===== src/rtl/dqd_pkg.sv =====
// ----------------------------------------------------------------------------
// dqd_pkg: shared definitions for the bounded deque with delete
// sizes, command and status codes, control/status bundles and slot arithmetic
// ----------------------------------------------------------------------------
package dqd_pkg;

  localparam int CAPACITY   = 16;
  localparam int DATA_WIDTH = 32;

  // fixed field widths of the item channels
  localparam int CMD_W     = 3;
  localparam int VALUE_W   = 32;
  localparam int STATUS_W  = 2;
  localparam int ENTRIES_W = 5;

  // stored word width: value_in is masked to DATA_WIDTH bits
  localparam int DATA_W = (DATA_WIDTH < VALUE_W) ? DATA_WIDTH : VALUE_W;
  localparam int PTR_W  = (CAPACITY > 1) ? $clog2(CAPACITY) : 1;
  localparam int CNT_W  = $clog2(CAPACITY + 1);

  typedef enum logic [CMD_W-1:0] {
    CMD_PUSH_BACK  = 3'd0,
    CMD_POP_BACK   = 3'd1,
    CMD_PUSH_FRONT = 3'd2,
    CMD_POP_FRONT  = 3'd3,
    CMD_DELETE     = 3'd4
  } cmd_code_t;

  typedef enum logic [STATUS_W-1:0] {
    ST_OK        = 2'd0,
    ST_EMPTY     = 2'd1,
    ST_FULL      = 2'd2,
    ST_NOT_FOUND = 2'd3
  } status_t;

  // commands from controller to datapath
  typedef struct packed {
    logic    load_item;
    logic    push_back;
    logic    push_front;
    logic    pop_back;
    logic    pop_front;
    logic    start_scan;
    logic    step;
    logic    mark_hole;
    logic    write_hole;
    logic    drop_entry;
    logic    status_we;
    status_t status;
    logic    emit;
  } ctl_cmd_t;

  // status from datapath to controller
  typedef struct packed {
    cmd_code_t op;
    logic      full;
    logic      empty;
    logic      hit;
    logic      more;
    logic      out_free;
  } dp_stat_t;

  // physical slot of logical position pos, counted from base
  function automatic logic [PTR_W-1:0] slot_of(input logic [PTR_W-1:0] base,
                                               input logic [CNT_W-1:0] pos);
    logic [CNT_W:0] sum;
    sum = (CNT_W+1)'(base) + (CNT_W+1)'(pos);
    if (sum >= (CNT_W+1)'(CAPACITY)) begin
      sum = sum - (CNT_W+1)'(CAPACITY);
    end
    return PTR_W'(sum);
  endfunction

  function automatic logic [PTR_W-1:0] wrap_inc(input logic [PTR_W-1:0] s);
    logic [PTR_W-1:0] r;
    if (s == PTR_W'(CAPACITY - 1)) begin
      r = '0;
    end else begin
      r = s + 1'b1;
    end
    return r;
  endfunction

  function automatic logic [PTR_W-1:0] wrap_dec(input logic [PTR_W-1:0] s);
    logic [PTR_W-1:0] r;
    if (s == '0) begin
      r = PTR_W'(CAPACITY - 1);
    end else begin
      r = s - 1'b1;
    end
    return r;
  endfunction

endpackage


===== src/rtl/dqd_in_if.sv =====
// ----------------------------------------------------------------------------
// dqd_in_if: command channel
// valid/ready handshake carrying one command item
// ----------------------------------------------------------------------------
interface dqd_in_if import dqd_pkg::*; ();
  logic               valid;
  logic               ready;
  logic [CMD_W-1:0]   cmd;
  logic [VALUE_W-1:0] value_in;

  modport source(output valid, output cmd, output value_in, input ready);
  modport sink(input valid, input cmd, input value_in, output ready);
endinterface


===== src/rtl/dqd_out_if.sv =====
// ----------------------------------------------------------------------------
// dqd_out_if: result channel
// valid/ready handshake carrying one result item
// ----------------------------------------------------------------------------
interface dqd_out_if import dqd_pkg::*; ();
  logic                 valid;
  logic                 ready;
  logic [VALUE_W-1:0]   value_out;
  logic [STATUS_W-1:0]  status;
  logic [ENTRIES_W-1:0] entries_now;

  modport source(output valid, output value_out, output status, output entries_now,
                 input ready);
  modport sink(input valid, input value_out, input status, input entries_now,
               output ready);
endinterface


===== src/rtl/dqd_datapath.sv =====
// ----------------------------------------------------------------------------
// dqd_datapath: entry store, pointers and result register
// circular store with one write and one registered read port per cycle
// ----------------------------------------------------------------------------
module dqd_datapath import dqd_pkg::*; (
  input  logic                 clk,
  input  logic                 rst,
  input  ctl_cmd_t             ctl,
  output dp_stat_t             stat,
  input  logic [CMD_W-1:0]     cmd,
  input  logic [VALUE_W-1:0]   value_in,
  output logic                 out_valid,
  input  logic                 out_ready,
  output logic [VALUE_W-1:0]   value_out,
  output logic [STATUS_W-1:0]  status,
  output logic [ENTRIES_W-1:0] entries_now
);

  logic [DATA_W-1:0] mem [CAPACITY];
  logic [DATA_W-1:0] rd_data;

  logic [PTR_W-1:0]  front;
  logic [CNT_W-1:0]  total;
  logic [PTR_W-1:0]  cur_slot;
  logic [CNT_W-1:0]  idx;
  logic [PTR_W-1:0]  hole;
  logic [CMD_W-1:0]  cmd_q;
  logic [DATA_W-1:0] value_q;
  status_t           status_q;
  logic              pop_ok;

  logic              wr_en;
  logic [PTR_W-1:0]  wr_addr;
  logic [DATA_W-1:0] wr_data;
  logic              rd_en;
  logic [PTR_W-1:0]  rd_addr;

  // memory port steering
  always_comb begin
    wr_en   = 1'b0;
    wr_addr = slot_of(front, total);
    wr_data = value_q;
    if (ctl.push_back) begin
      wr_en = 1'b1;
    end else if (ctl.push_front) begin
      wr_en   = 1'b1;
      wr_addr = wrap_dec(front);
    end else if (ctl.write_hole) begin
      wr_en   = 1'b1;
      wr_addr = hole;
      wr_data = rd_data;
    end

    rd_en   = ctl.pop_back | ctl.pop_front | ctl.start_scan | ctl.step;
    rd_addr = front;
    if (ctl.pop_back) begin
      rd_addr = slot_of(front, total - 1'b1);
    end else if (ctl.step) begin
      rd_addr = wrap_inc(cur_slot);
    end
  end

  always_ff @(posedge clk) begin
    if (wr_en) begin
      mem[wr_addr] <= wr_data;
    end
    if (rd_en) begin
      rd_data <= mem[rd_addr];
    end
  end

  // pointers and count
  always_ff @(posedge clk) begin
    if (rst) begin
      front <= '0;
      total <= '0;
    end else begin
      if (ctl.push_front) begin
        front <= wrap_dec(front);
      end else if (ctl.pop_front) begin
        front <= wrap_inc(front);
      end
      if (ctl.push_back || ctl.push_front) begin
        total <= total + 1'b1;
      end else if (ctl.pop_back || ctl.pop_front || ctl.drop_entry) begin
        total <= total - 1'b1;
      end
    end
  end

  // item registers and scan cursor
  always_ff @(posedge clk) begin
    if (ctl.load_item) begin
      cmd_q    <= cmd;
      value_q  <= DATA_W'(value_in);
      status_q <= ST_OK;
      pop_ok   <= 1'b0;
    end else begin
      if (ctl.status_we) begin
        status_q <= ctl.status;
      end
      if (ctl.pop_back || ctl.pop_front) begin
        pop_ok <= 1'b1;
      end
    end
    if (ctl.start_scan) begin
      idx      <= '0;
      cur_slot <= front;
    end else if (ctl.step) begin
      idx      <= idx + 1'b1;
      cur_slot <= wrap_inc(cur_slot);
    end
    if (ctl.mark_hole || ctl.write_hole) begin
      hole <= cur_slot;
    end
  end

  // result register
  always_ff @(posedge clk) begin
    if (rst) begin
      out_valid <= 1'b0;
    end else if (ctl.emit) begin
      out_valid <= 1'b1;
    end else if (out_ready) begin
      out_valid <= 1'b0;
    end
  end

  always_ff @(posedge clk) begin
    if (ctl.emit) begin
      value_out   <= pop_ok ? VALUE_W'(rd_data) : '0;
      status      <= status_q;
      entries_now <= ENTRIES_W'(total);
    end
  end

  assign stat.op       = cmd_code_t'(cmd_q);
  assign stat.full     = (total == CNT_W'(CAPACITY));
  assign stat.empty    = (total == '0);
  assign stat.hit      = (rd_data == value_q);
  assign stat.more     = ((idx + 1'b1) < total);
  assign stat.out_free = !out_valid || out_ready;

  a_total_bound: assert property (@(posedge clk) disable iff (rst)
    total <= CNT_W'(CAPACITY))
    else $error("entry count above capacity");

  a_full_report: assert property (@(posedge clk) disable iff (rst)
    ctl.emit && status_q == ST_FULL |-> stat.full)
    else $error("full reported on a queue with room");

  a_empty_report: assert property (@(posedge clk) disable iff (rst)
    ctl.emit && status_q == ST_EMPTY |-> stat.empty)
    else $error("empty reported on a non-empty queue");

  a_step_range: assert property (@(posedge clk) disable iff (rst)
    ctl.step |=> idx < total)
    else $error("scan cursor ran past the last entry");

endmodule


===== src/rtl/dqd_ctrl.sv =====
// ----------------------------------------------------------------------------
// dqd_ctrl: command sequencer
// one-hot state machine driving the datapath through decode, scan and shift
// ----------------------------------------------------------------------------
module dqd_ctrl import dqd_pkg::*; (
  input  logic     clk,
  input  logic     rst,
  input  logic     in_valid,
  output logic     in_ready,
  input  dp_stat_t stat,
  output ctl_cmd_t ctl
);

  typedef enum logic [4:0] {
    S_IDLE  = 5'b00001,
    S_EXEC  = 5'b00010,
    S_SCAN  = 5'b00100,
    S_SHIFT = 5'b01000,
    S_DONE  = 5'b10000
  } state_t;

  state_t state;
  state_t state_next;

  always_comb begin
    ctl        = '0;
    state_next = state;
    in_ready   = (state == S_IDLE);
    case (state)
      S_IDLE: begin
        if (in_valid) begin
          ctl.load_item = 1'b1;
          state_next    = S_EXEC;
        end
      end
      S_EXEC: begin
        state_next = S_DONE;
        case (stat.op)
          CMD_PUSH_BACK, CMD_PUSH_FRONT: begin
            if (stat.full) begin
              ctl.status_we = 1'b1;
              ctl.status    = ST_FULL;
            end else if (stat.op == CMD_PUSH_BACK) begin
              ctl.push_back = 1'b1;
            end else begin
              ctl.push_front = 1'b1;
            end
          end
          CMD_POP_BACK, CMD_POP_FRONT: begin
            if (stat.empty) begin
              ctl.status_we = 1'b1;
              ctl.status    = ST_EMPTY;
            end else if (stat.op == CMD_POP_BACK) begin
              ctl.pop_back = 1'b1;
            end else begin
              ctl.pop_front = 1'b1;
            end
          end
          CMD_DELETE: begin
            if (stat.empty) begin
              ctl.status_we = 1'b1;
              ctl.status    = ST_NOT_FOUND;
            end else begin
              ctl.start_scan = 1'b1;
              state_next     = S_SCAN;
            end
          end
          default: begin
          end
        endcase
      end
      S_SCAN: begin
        if (stat.hit) begin
          ctl.mark_hole = 1'b1;
          if (stat.more) begin
            ctl.step   = 1'b1;
            state_next = S_SHIFT;
          end else begin
            ctl.drop_entry = 1'b1;
            state_next     = S_DONE;
          end
        end else if (stat.more) begin
          ctl.step = 1'b1;
        end else begin
          ctl.status_we = 1'b1;
          ctl.status    = ST_NOT_FOUND;
          state_next    = S_DONE;
        end
      end
      S_SHIFT: begin
        ctl.write_hole = 1'b1;
        if (stat.more) begin
          ctl.step = 1'b1;
        end else begin
          ctl.drop_entry = 1'b1;
          state_next     = S_DONE;
        end
      end
      S_DONE: begin
        if (stat.out_free) begin
          ctl.emit   = 1'b1;
          state_next = S_IDLE;
        end
      end
      default: begin
        state_next = S_IDLE;
      end
    endcase
  end

  always_ff @(posedge clk) begin
    if (rst) begin
      state <= S_IDLE;
    end else begin
      state <= state_next;
    end
  end

endmodule


===== src/rtl/bounded_deque_with_delete_unit.sv =====
// ----------------------------------------------------------------------------
// bounded_deque_with_delete_unit: bounded double-ended queue with delete
// push/pop at either end, delete of the first matching word from the front
// push and pop pass through the exec and done states; delete also scans the
// stored entries and shifts later ones; the result is registered once the
// result channel is free; a new item is taken only when idle; the single read
// port of the entry store handles one position per cycle during a delete
// reset: synchronous, clears pointers, count and handshake state;
// the entry store is not cleared, so no extra reset pass is needed
// ----------------------------------------------------------------------------
module bounded_deque_with_delete_unit import dqd_pkg::*; (
  input  logic clk,
  input  logic rst,
  dqd_in_if.sink    req,
  dqd_out_if.source rsp
);

  // command and status bundles between sequencer and datapath
  ctl_cmd_t ctl;
  dp_stat_t stat;
  logic     in_ready;

  // the sequencer takes a new item only when idle; a finished result sits
  // in the datapath's result register, so the next item can be accepted
  // while the previous result still waits for the sink
  dqd_ctrl u_ctrl (
    .clk      (clk),
    .rst      (rst),
    .in_valid (req.valid),
    .in_ready (in_ready),
    .stat     (stat),
    .ctl      (ctl)
  );

  assign req.ready = in_ready;

  // datapath: circular store addressed from the front pointer, delete scans
  // from the front one entry a cycle, then moves later entries into the gap
  dqd_datapath u_datapath (
    .clk         (clk),
    .rst         (rst),
    .ctl         (ctl),
    .stat        (stat),
    .cmd         (req.cmd),
    .value_in    (req.value_in),
    .out_valid   (rsp.valid),
    .out_ready   (rsp.ready),
    .value_out   (rsp.value_out),
    .status      (rsp.status),
    .entries_now (rsp.entries_now)
  );

endmodule

===== src/flat_wrapper.sv =====
// flat-port wrapper written by rule: the top's interface ports become plain ports
module bounded_deque_with_delete_unit_flat import dqd_pkg::*;
  (clk, rst, req_valid, req_cmd, req_value_in, req_ready, rsp_valid, rsp_value_out, rsp_status, rsp_entries_now, rsp_ready);
  dqd_in_if req_i ();
  dqd_out_if rsp_i ();
  input  logic clk;
  input  logic rst;
  input wire logic [$bits(req_i.valid)-1:0] req_valid;
  input wire logic [$bits(req_i.cmd)-1:0] req_cmd;
  input wire logic [$bits(req_i.value_in)-1:0] req_value_in;
  output wire logic [$bits(req_i.ready)-1:0] req_ready;
  output wire logic [$bits(rsp_i.valid)-1:0] rsp_valid;
  output wire logic [$bits(rsp_i.value_out)-1:0] rsp_value_out;
  output wire logic [$bits(rsp_i.status)-1:0] rsp_status;
  output wire logic [$bits(rsp_i.entries_now)-1:0] rsp_entries_now;
  input wire logic [$bits(rsp_i.ready)-1:0] rsp_ready;
  assign req_i.valid = req_valid;
  assign req_i.cmd = req_cmd;
  assign req_i.value_in = req_value_in;
  assign req_ready = req_i.ready;
  assign rsp_valid = rsp_i.valid;
  assign rsp_value_out = rsp_i.value_out;
  assign rsp_status = rsp_i.status;
  assign rsp_entries_now = rsp_i.entries_now;
  assign rsp_i.ready = rsp_ready;
  bounded_deque_with_delete_unit u_core (.clk(clk), .rst(rst), .req(req_i), .rsp(rsp_i));
endmodule

===== config.mk =====
export PLATFORM = sky130hd
export DESIGN_NAME = bounded_deque_with_delete_unit_flat
export DESIGN_NICKNAME = d
export VERILOG_FILES = /design/src/rtl/dqd_pkg.sv /design/src/rtl/dqd_in_if.sv /design/src/rtl/dqd_out_if.sv /design/src/rtl/dqd_datapath.sv /design/src/rtl/dqd_ctrl.sv /design/src/rtl/bounded_deque_with_delete_unit.sv /design/src/flat_wrapper.sv
export SDC_FILE = /design/constraint.sdc
export NUM_CORES = 1
export LEC_CHECK = 0
export BUFFER_PORTS_ARGS = -buffer_cell sky130_fd_sc_hd__buf_2
export CAP_MARGIN = 20
export CORE_MARGIN = 1
export CORE_UTILIZATION = 40
export DETAILED_ROUTE_END_ITERATION = 16
export GPL_TIMING_DRIVEN = 0
export SYNTH_ARGS = -nofsm -noshare
export SYNTH_HDL_FRONTEND = slang
export SYNTH_HIERARCHICAL = 1
export SYNTH_SLANG_ARGS = --single-unit

===== constraint.sdc =====
create_clock -name clk -period 5.1 [get_ports clk]
set_input_delay 0 -clock clk [delete_from_list [all_inputs] [get_ports clk]]
set_output_delay 0 -clock clk [all_outputs]
set_load 0.005 [all_outputs]

==> results of run 1 <==
-- cell families (layout without fill, tap and decap cells) --
logic type               after synthesis  count (layout)  share of synthesized area, %
multiplexers                          74              74                          3.04
flip-flops                           649             649                          73.4
adder cells (fa/ha/maj)               19              19                         0.964
AND/OR/NAND/NOR                      884             884                          15.3
AO/OA/AOI/OAI                        118             118                          3.17
XOR/XNOR                              55              55                          1.84
buffers and inverters                124             387                          2.28
-- power groups by stage --
stage	Combinational, mW	Clock, mW	Sequential (mW)
floorplan	0.154	0	6.03
global route	0.332	5.12	5.93
finish	0.307	4.83	5.93
global placement	0.264	0	6.04
detailed placement	0.281	0	6.04
CTS	0.306	4.92	5.93
-- layer usage --
layer	up-vias	global-route usage [%]
met2	740	34.4
li1	7496	-
met3	109	4.50
met5	-	0
met1	8171	30.1
met4	0	6.54
-- worst max-delay path by stage --
stage,start,endpoint,slack (ps),cells after the start
after floorplan,u_core/u_ctrl/state[3],u_core/u_datapath/mem[0][0],830,8
after global placement,u_core/u_ctrl/state[3],u_core/u_datapath/mem[1][17],-1570,8
after detailed placement,u_core/u_datapath/idx[0],u_core/u_datapath/rd_data[14],350,16
after CTS,u_core/u_datapath/idx[0],u_core/u_datapath/rd_data[14],310,16
after global routing,u_core/u_datapath/idx[0],u_core/u_datapath/rd_data[18],230,16
final,u_core/u_datapath/idx[0],u_core/u_datapath/rd_data[6],560,16
-- layout make-up --
class	instances	area (um2)
multi-input cells	1150	6500
flip-flops and latches	649	19300
clock buffers	81	1810
fillers	5589	33800
plain buffers	106	532
well taps	855	1070
inverters	18	67.6
repair buffers	139	1210
clock inverters	43	377
-- stage by stage --
step / utilization, % / TNS [ps] / power [mW]
4_1_cts: 47.7 / 0 / 11.2
2_1_floorplan: - / 0 / 6.18
5_1_grt: 47.7 / 0 / 11.4
6_report: 47.7 / 0 / 11.1
3_3_place_gp: 42.9 / -730180 / 6.31
3_5_place_dp: 43.7 / 0 / 6.32
-- Yosys cell counts (3+ instances only) --
master / number / area share [%]
nand3_1: 205 / 3.9
o31ai_1: 3 / 0.086
or2_2: 4 / 0.095
buf_6: 6 / 0.26
or3_1: 4 / 0.095
clkbuf_1: 33 / 0.47
nand2b_1: 4 / 0.095
a21oi_1: 15 / 0.29
xnor2_1: 17 / 0.57
nor3b_1: 4 / 0.11
a32oi_1: 32 / 1.1
dfxtp_1: 23 / 1.8
edfxtp_1: 626 / 72
xor2_1: 38 / 1.3
nand3b_1: 3 / 0.086
nor2b_1: 7 / 0.17
nor2_1: 54 / 0.77
o21ai_1: 32 / 0.61
and3_1: 4 / 0.095
nand2_1: 466 / 6.7
and2_1: 34 / 0.81
buf_4: 3 / 0.086
ha_1: 17 / 0.81
mux2i_1: 38 / 1.5
o21ai_0: 8 / 0.15
a211oi_1: 3 / 0.086
nor4b_1: 3 / 0.10
nor3_1: 3 / 0.057
nor4_1: 9 / 0.21
buf_2: 62 / 1.2
inv_1: 18 / 0.26
mux2_2: 33 / 1.4
nand4_1: 73 / 1.7
-- state kept, by name, summed over array words and instances (netlist names), 5 cells and up --
signal                         flops
u_core/u_datapath/value_out       32
u_core/u_datapath/total            5
u_core/u_datapath/idx              5
u_core/u_datapath/rd_data         32
u_core/u_datapath/mem            512
u_core/u_datapath/value_q         32
u_core/u_ctrl/state                5
u_core/u_datapath/entries_now      5
-- what timing repair did --
action	4_1_cts	5_1_grt
endpoints found under the setup margin	0	2
hold endpoints to repair	49	0
hold buffers	39	0
setup buffers	0	0
gates resized for setup	0	1
==> impl_metrics.env, run 1 <==
export IMPL_peakVddDrop_mv=0.236
export IMPL_num_nets_final=2191
export IMPL_overflow=0
export IMPL_worst_pin_slew_ps=911
export IMPL_clock_path_buffers=3
export IMPL_drive_above_1_share_pct=15.4
export IMPL_powerDensity_nw_per_um2=359
export IMPL_worst_r2r_cell_count=16
export IMPL_path_clk_slew_ps=60
export IMPL_skew_ps=43.4
export IMPL_clock_latency_ps=620
export IMPL_r2r_end="u_core/u_datapath/rd_data[6]"
export IMPL_path_cells="ha_1 -> xor2_1 -> ha_1 -> nor2b_1 -> o21ai_0 -> nand2b_1 -> a21oi_1 -> nor3b_2 -> mux2i_1 -> mux2i_4 -> buf_2 -> clkbuf_1 -> nand2_1 -> a32oi_1 -> nand4_1 -> o21ai_1"
export IMPL_internal_power_mw=8.76
export IMPL_first_global_vias=16100
export IMPL_vias=16500
export IMPL_p_seq_share_pct=53.6
export IMPL_placed_cells=2877
export IMPL_num_io_pins=80
export IMPL_critPathTopFamily="compound AO/OA/AOI/OAI gates"
export IMPL_die_x_um=258
export IMPL_cts_tree="built"
export IMPL_pwr_share_comb_pct=2.8
export IMPL_finalWorstSetupSlack_ps=561
export IMPL_drt_wl_total_um=71800
export IMPL_post_place_ws_ps=353
export IMPL_drt_initial_drc_count=1969
export IMPL_vias_per_cell=5.43
export IMPL_placementRows=93
export IMPL_die_area_um2=66600
export IMPL_cts_sinks=649
export IMPL_dp_hpwl_um=47000
export IMPL_rsz0062_at_grt="no"
export IMPL_switchingPower_mw=2.30
export IMPL_dpl_instance_area_um2=28200
export IMPL_first_pass_iters=5
export IMPL_async_flop_share_pct=0
export IMPL_antenna_cells=0
export IMPL_drv_slew=0
export IMPL_fin_cells=3041
export IMPL_synthDistinctLibCells=64
export IMPL_cts_buffers_inserted=69
export IMPL_hold_path_class="in2reg"
export IMPL_min_from="req_value_in[24]"
export IMPL_syn_num_nets=1981
export IMPL_m1WireLength_um=30400
export IMPL_period_share_pct=89.0
export IMPL_p_clk_share_pct=43.7
export IMPL_die_h_um=258
export IMPL_hold_end="u_core/u_datapath/value_q[24]"
export IMPL_avgSynthCellArea_um2=13.6
export IMPL_worstPathRequired_ps=5560
export IMPL_synth_seq_cells=649
export IMPL_hold_path_depth=2
export IMPL_crit_type="reg2reg"
export IMPL_start_util_pct=40.6
export IMPL_antenna_found_initial=0
export IMPL_finalSetupViolCount=0
export IMPL_max_freq_mhz=220
export IMPL_area_growth_pct=17.5
export IMPL_outcome="finished, final reports clean"
export IMPL_drc=0
export IMPL_cp_max_fo=10
export IMPL_port_buffers=79
export IMPL_power_leakage_nw=10.4
export IMPL_grt_max_degree=27
export IMPL_final_area_um2=30800
export IMPL_wl_met2_um=33200
export IMPL_wl_met3_um=6360
export IMPL_worst_path_most_repeated_cell="ha_1"
export IMPL_yosysWarnings=6
export IMPL_crit_path_start_kind="flip-flop"
export IMPL_coreArea_um2=64600
export IMPL_critPathSlowestCell="clkbuf_1"
export IMPL_critical_path_arrival_ps=5000
export IMPL_final_hold_violation_count=0
export IMPL_final_cell_mix="edfxtp_1 (626), nand2_1 (466), nand3_1 (205), buf_2 (141), nand4_1 (73)"
export IMPL_fin_crit_ps=4540
export IMPL_timing_hold_ws_ps=88.0
export IMPL_grt_usage_pct=21.7
export IMPL_synth_edf_count=626
export IMPL_root_buffer="clkbuf_16"
export IMPL_syn_area_um2=26200
export IMPL_highest_layer="met4"
export IMPL_slowest_delay_ps=570
export IMPL_post_drt_wl_per_cell_um=23.6
export IMPL_swShare_pct=20.8
export IMPL_syn_inst=1923
export IMPL_crit_path_end_kind="flip-flop"
export IMPL_place_gp_congestion=0.813
export IMPL_max_cap_violations=0
export IMPL_grt_pass1_wl_um=106000
export IMPL_r2r_slack_ps=560
export IMPL_synth_flop_cell="edfxtp_1"
export IMPL_r2r_start="u_core/u_datapath/idx[0]"
export IMPL_mostFrequentLayoutCell="edfxtp_1"
export IMPL_ys_seq_area_share_pct=73.4
export IMPL_maxSlewHeadroom_pct=39.2
export IMPL_drtAntennaViolNets=0
export IMPL_critPathBufInv=2
export IMPL_cts_htree_levels=3
(Power assumes the default switching activity.)
==> inputs of run 2 (changes only) <==
--- a/config.mk
+++ b/config.mk
@@ -11,6 +11,7 @@
 export CORE_UTILIZATION = 40
 export DETAILED_ROUTE_END_ITERATION = 16
 export GPL_TIMING_DRIVEN = 0
+export REMOVE_ABC_BUFFERS = 1
 export SYNTH_ARGS = -nofsm -noshare
 export SYNTH_HDL_FRONTEND = slang
 export SYNTH_HIERARCHICAL = 1
==> run 2 against run 1 <==
- final area increased by 1.4%
- setup slack lost 180 ps
- sequential share of layout area shrank 0.88 points
- highest routed layer is now met5
==> impl_metrics.env, run 2 (synthesis gave the netlist of run 1 again) <==
export IMPL_drt_wl_total_um=68000
export IMPL_path_cells="ha_1 -> xor2_1 -> ha_1 -> nor2b_1 -> o21ai_0 -> nand2b_1 -> a21oi_1 -> nor3b_4 -> mux2i_2 -> mux2_8 -> buf_16 -> nand2_1 -> a32oi_1 -> nand4_1 -> o21ai_1"
export IMPL_grt_pass1_wl_um=98700
export IMPL_antenna_found_initial=2
export IMPL_crit_type="reg2reg"
export IMPL_regMostFlops="u_core/u_datapath/mem"
export IMPL_die_area_um2=66600
export IMPL_clock_path_buffers=3
export IMPL_drtAntennaViolNets=0
export IMPL_dp_hpwl_um=40100
export IMPL_fin_cells=2975
export IMPL_r2r_slack_ps=380
export IMPL_worst_path_most_repeated_cell="ha_1"
export IMPL_vias=16100
export IMPL_final_area_um2=31300
export IMPL_fin_crit_ps=4720
export IMPL_worstPathRequired_ps=5570
export IMPL_powerDensity_nw_per_um2=355
export IMPL_drive_above_1_share_pct=14.9
export IMPL_hold_path_class="in2reg"
export IMPL_root_buffer="clkbuf_16"
export IMPL_start_util_pct=40.6
export IMPL_num_io_pins=80
export IMPL_path_clk_slew_ps=60
export IMPL_maxSlewHeadroom_pct=34.8
export IMPL_hold_path_depth=2
export IMPL_area_growth_pct=19.2
export IMPL_skew_ps=26.1
export IMPL_finalPower_mw=11.1
export IMPL_critical_path_arrival_ps=5190
export IMPL_num_nets_final=2125
export IMPL_final_hold_violation_count=0
export IMPL_placed_cells=2807
export IMPL_multi_input_area_um2=6590
export IMPL_clock_latency_ps=620
export IMPL_antenna_cells=0
export IMPL_r2r_end="u_core/u_datapath/rd_data[13]"
export IMPL_peakVddDrop_mv=0.250
export IMPL_place_gp_congestion=0.778
export IMPL_worst_pin_slew_ps=976
export IMPL_die_h_um=258
export IMPL_r2r_start="u_core/u_datapath/idx[0]"
export IMPL_power_leakage_nw=10.5
export IMPL_grt_usage_pct=20.1
export IMPL_p_clk_share_pct=44.0
export IMPL_coreArea_um2=64600
export IMPL_grt_max_degree=117
export IMPL_worst_r2r_cell_count=15
export IMPL_hold_end="u_core/u_datapath/value_q[20]"
export IMPL_min_from="req_value_in[20]"
export IMPL_first_pass_iters=6
export IMPL_register_area_um2=19300
export IMPL_final_cell_mix="edfxtp_1 (626), nand2_1 (466), nand3_1 (205), buf_2 (81), nand4_1 (73)"
export IMPL_largest_reg_flops=512
export IMPL_fillers=5533
export IMPL_swShare_pct=20.6
export IMPL_outcome="finished, final reports clean"
export IMPL_cts_buffers_inserted=68
export IMPL_placementRows=93
export IMPL_rsz0062_at_grt="no"
export IMPL_p_seq_share_pct=53.3
export IMPL_drc=0
export IMPL_crit_path_end_kind="flip-flop"
export IMPL_finalSetupViolCount=0
export IMPL_cts_htree_levels=3
export IMPL_crit_path_start_kind="flip-flop"
export IMPL_pwr_share_comb_pct=2.6
export IMPL_critPathSlowestCell="mux2i_2"
export IMPL_utilization_pct=48.4
export IMPL_die_x_um=258
export IMPL_max_cap_violations=0
export IMPL_post_drt_wl_per_cell_um=22.8
export IMPL_mostFrequentLayoutCell="edfxtp_1"
export IMPL_switchingPower_mw=2.29
export IMPL_dpl_instance_area_um2=28600
export IMPL_vias_per_cell=5.40
export IMPL_max_freq_mhz=212
export IMPL_port_buffers=79
export IMPL_drt_initial_drc_count=1596
export IMPL_cts_sinks=649
export IMPL_period_share_pct=92.5
export IMPL_overflow=0
export IMPL_cp_max_fo=109
export IMPL_internal_power_mw=8.82
export IMPL_cts_tree="built"
export IMPL_slowest_delay_ps=660
export IMPL_drv_slew=0
export IMPL_first_global_vias=15500
==> run 2: cell type report <==
type | instances | share of cell area, %
clock buffer | 81 | 5.70
clock inverter | 42 | 1.30
inverter | 18 | 0.216
multi-input combinational | 1152 | 21.1
sequential | 649 | 61.6
tap | 855 | 3.42
timing repair buffer | 178 | 6.72
==> run 2: layer usage <==
| layer | up-vias | share of wire [%] | GRT usage (%) |
|---|---|---|---|
| met5 | - | 0.012 | 0 |
| met4 | 2 | 2.9 | 6.49 |
| met3 | 116 | 7.1 | 3.48 |
| met2 | 606 | 46 | 31.4 |
| met1 | 7956 | 44 | 28.7 |
| li1 | 7377 | - | - |
==> run 2: timing repair <==
| item | in CTS | in global routing |
|---|---|---|
| hold buffers | 40 | 0 |
| endpoints found under the hold margin | 50 | 0 |
| buffers inserted | 0 | 3 |
| gates resized for setup | 1 | 1 |
| cloned | 0 | 2 |
| setup endpoints to repair | 20 | 21 |
==> run 2: worst max path at each step <==
stage	endpoint	from	slack [ps]	cells past startpoint
floorplan	u_core/u_datapath/rd_data[0]	u_core/u_datapath/idx[0]	-2520	14
finish	u_core/u_datapath/rd_data[13]	u_core/u_datapath/idx[0]	380	15
global placement	u_core/u_datapath/rd_data[1]	u_core/u_datapath/idx[0]	-6280	14
CTS	u_core/u_datapath/rd_data[6]	u_core/u_datapath/idx[0]	50	15
detailed placement	u_core/u_datapath/rd_data[29]	u_core/u_datapath/idx[0]	-150	15
global route	u_core/u_datapath/rd_data[6]	u_core/u_datapath/idx[0]	90	15
==> run 2: power by group through the flow <==
stage / registers (mW) / clock network [mW] / logic (mW)
2_1_floorplan: 6.03 / 0 / 0.151
3_3_place_gp: 6.04 / 0 / 0.249
3_5_place_dp: 6.04 / 0 / 0.266
4_1_cts: 5.93 / 4.98 / 0.291
5_1_grt: 5.93 / 5.19 / 0.317
6_report: 5.93 / 4.89 / 0.292
==> run 2: through the flow <==
stage,TNS [ps],worst slack [ps],hold WS [ps]
4_1_cts,0,47.4,59.8
3_3_place_gp,-1921800,-6280,180
5_1_grt,0,92.6,78.8
6_report,0,381,100
3_5_place_dp,-1680,-148,178
2_1_floorplan,-80740,-2520,69.1
==> run 2: critical path: cells and delay by family (launching register included) <==
family | cells | cell delay, ps
mux | 2 | 1150
simple gates | 5 | 910
compound gates | 4 | 910
fa+ha+maj | 2 | 500
flops | 1 | 420
buf+inv | 1 | 390
xor+xnor | 1 | 160
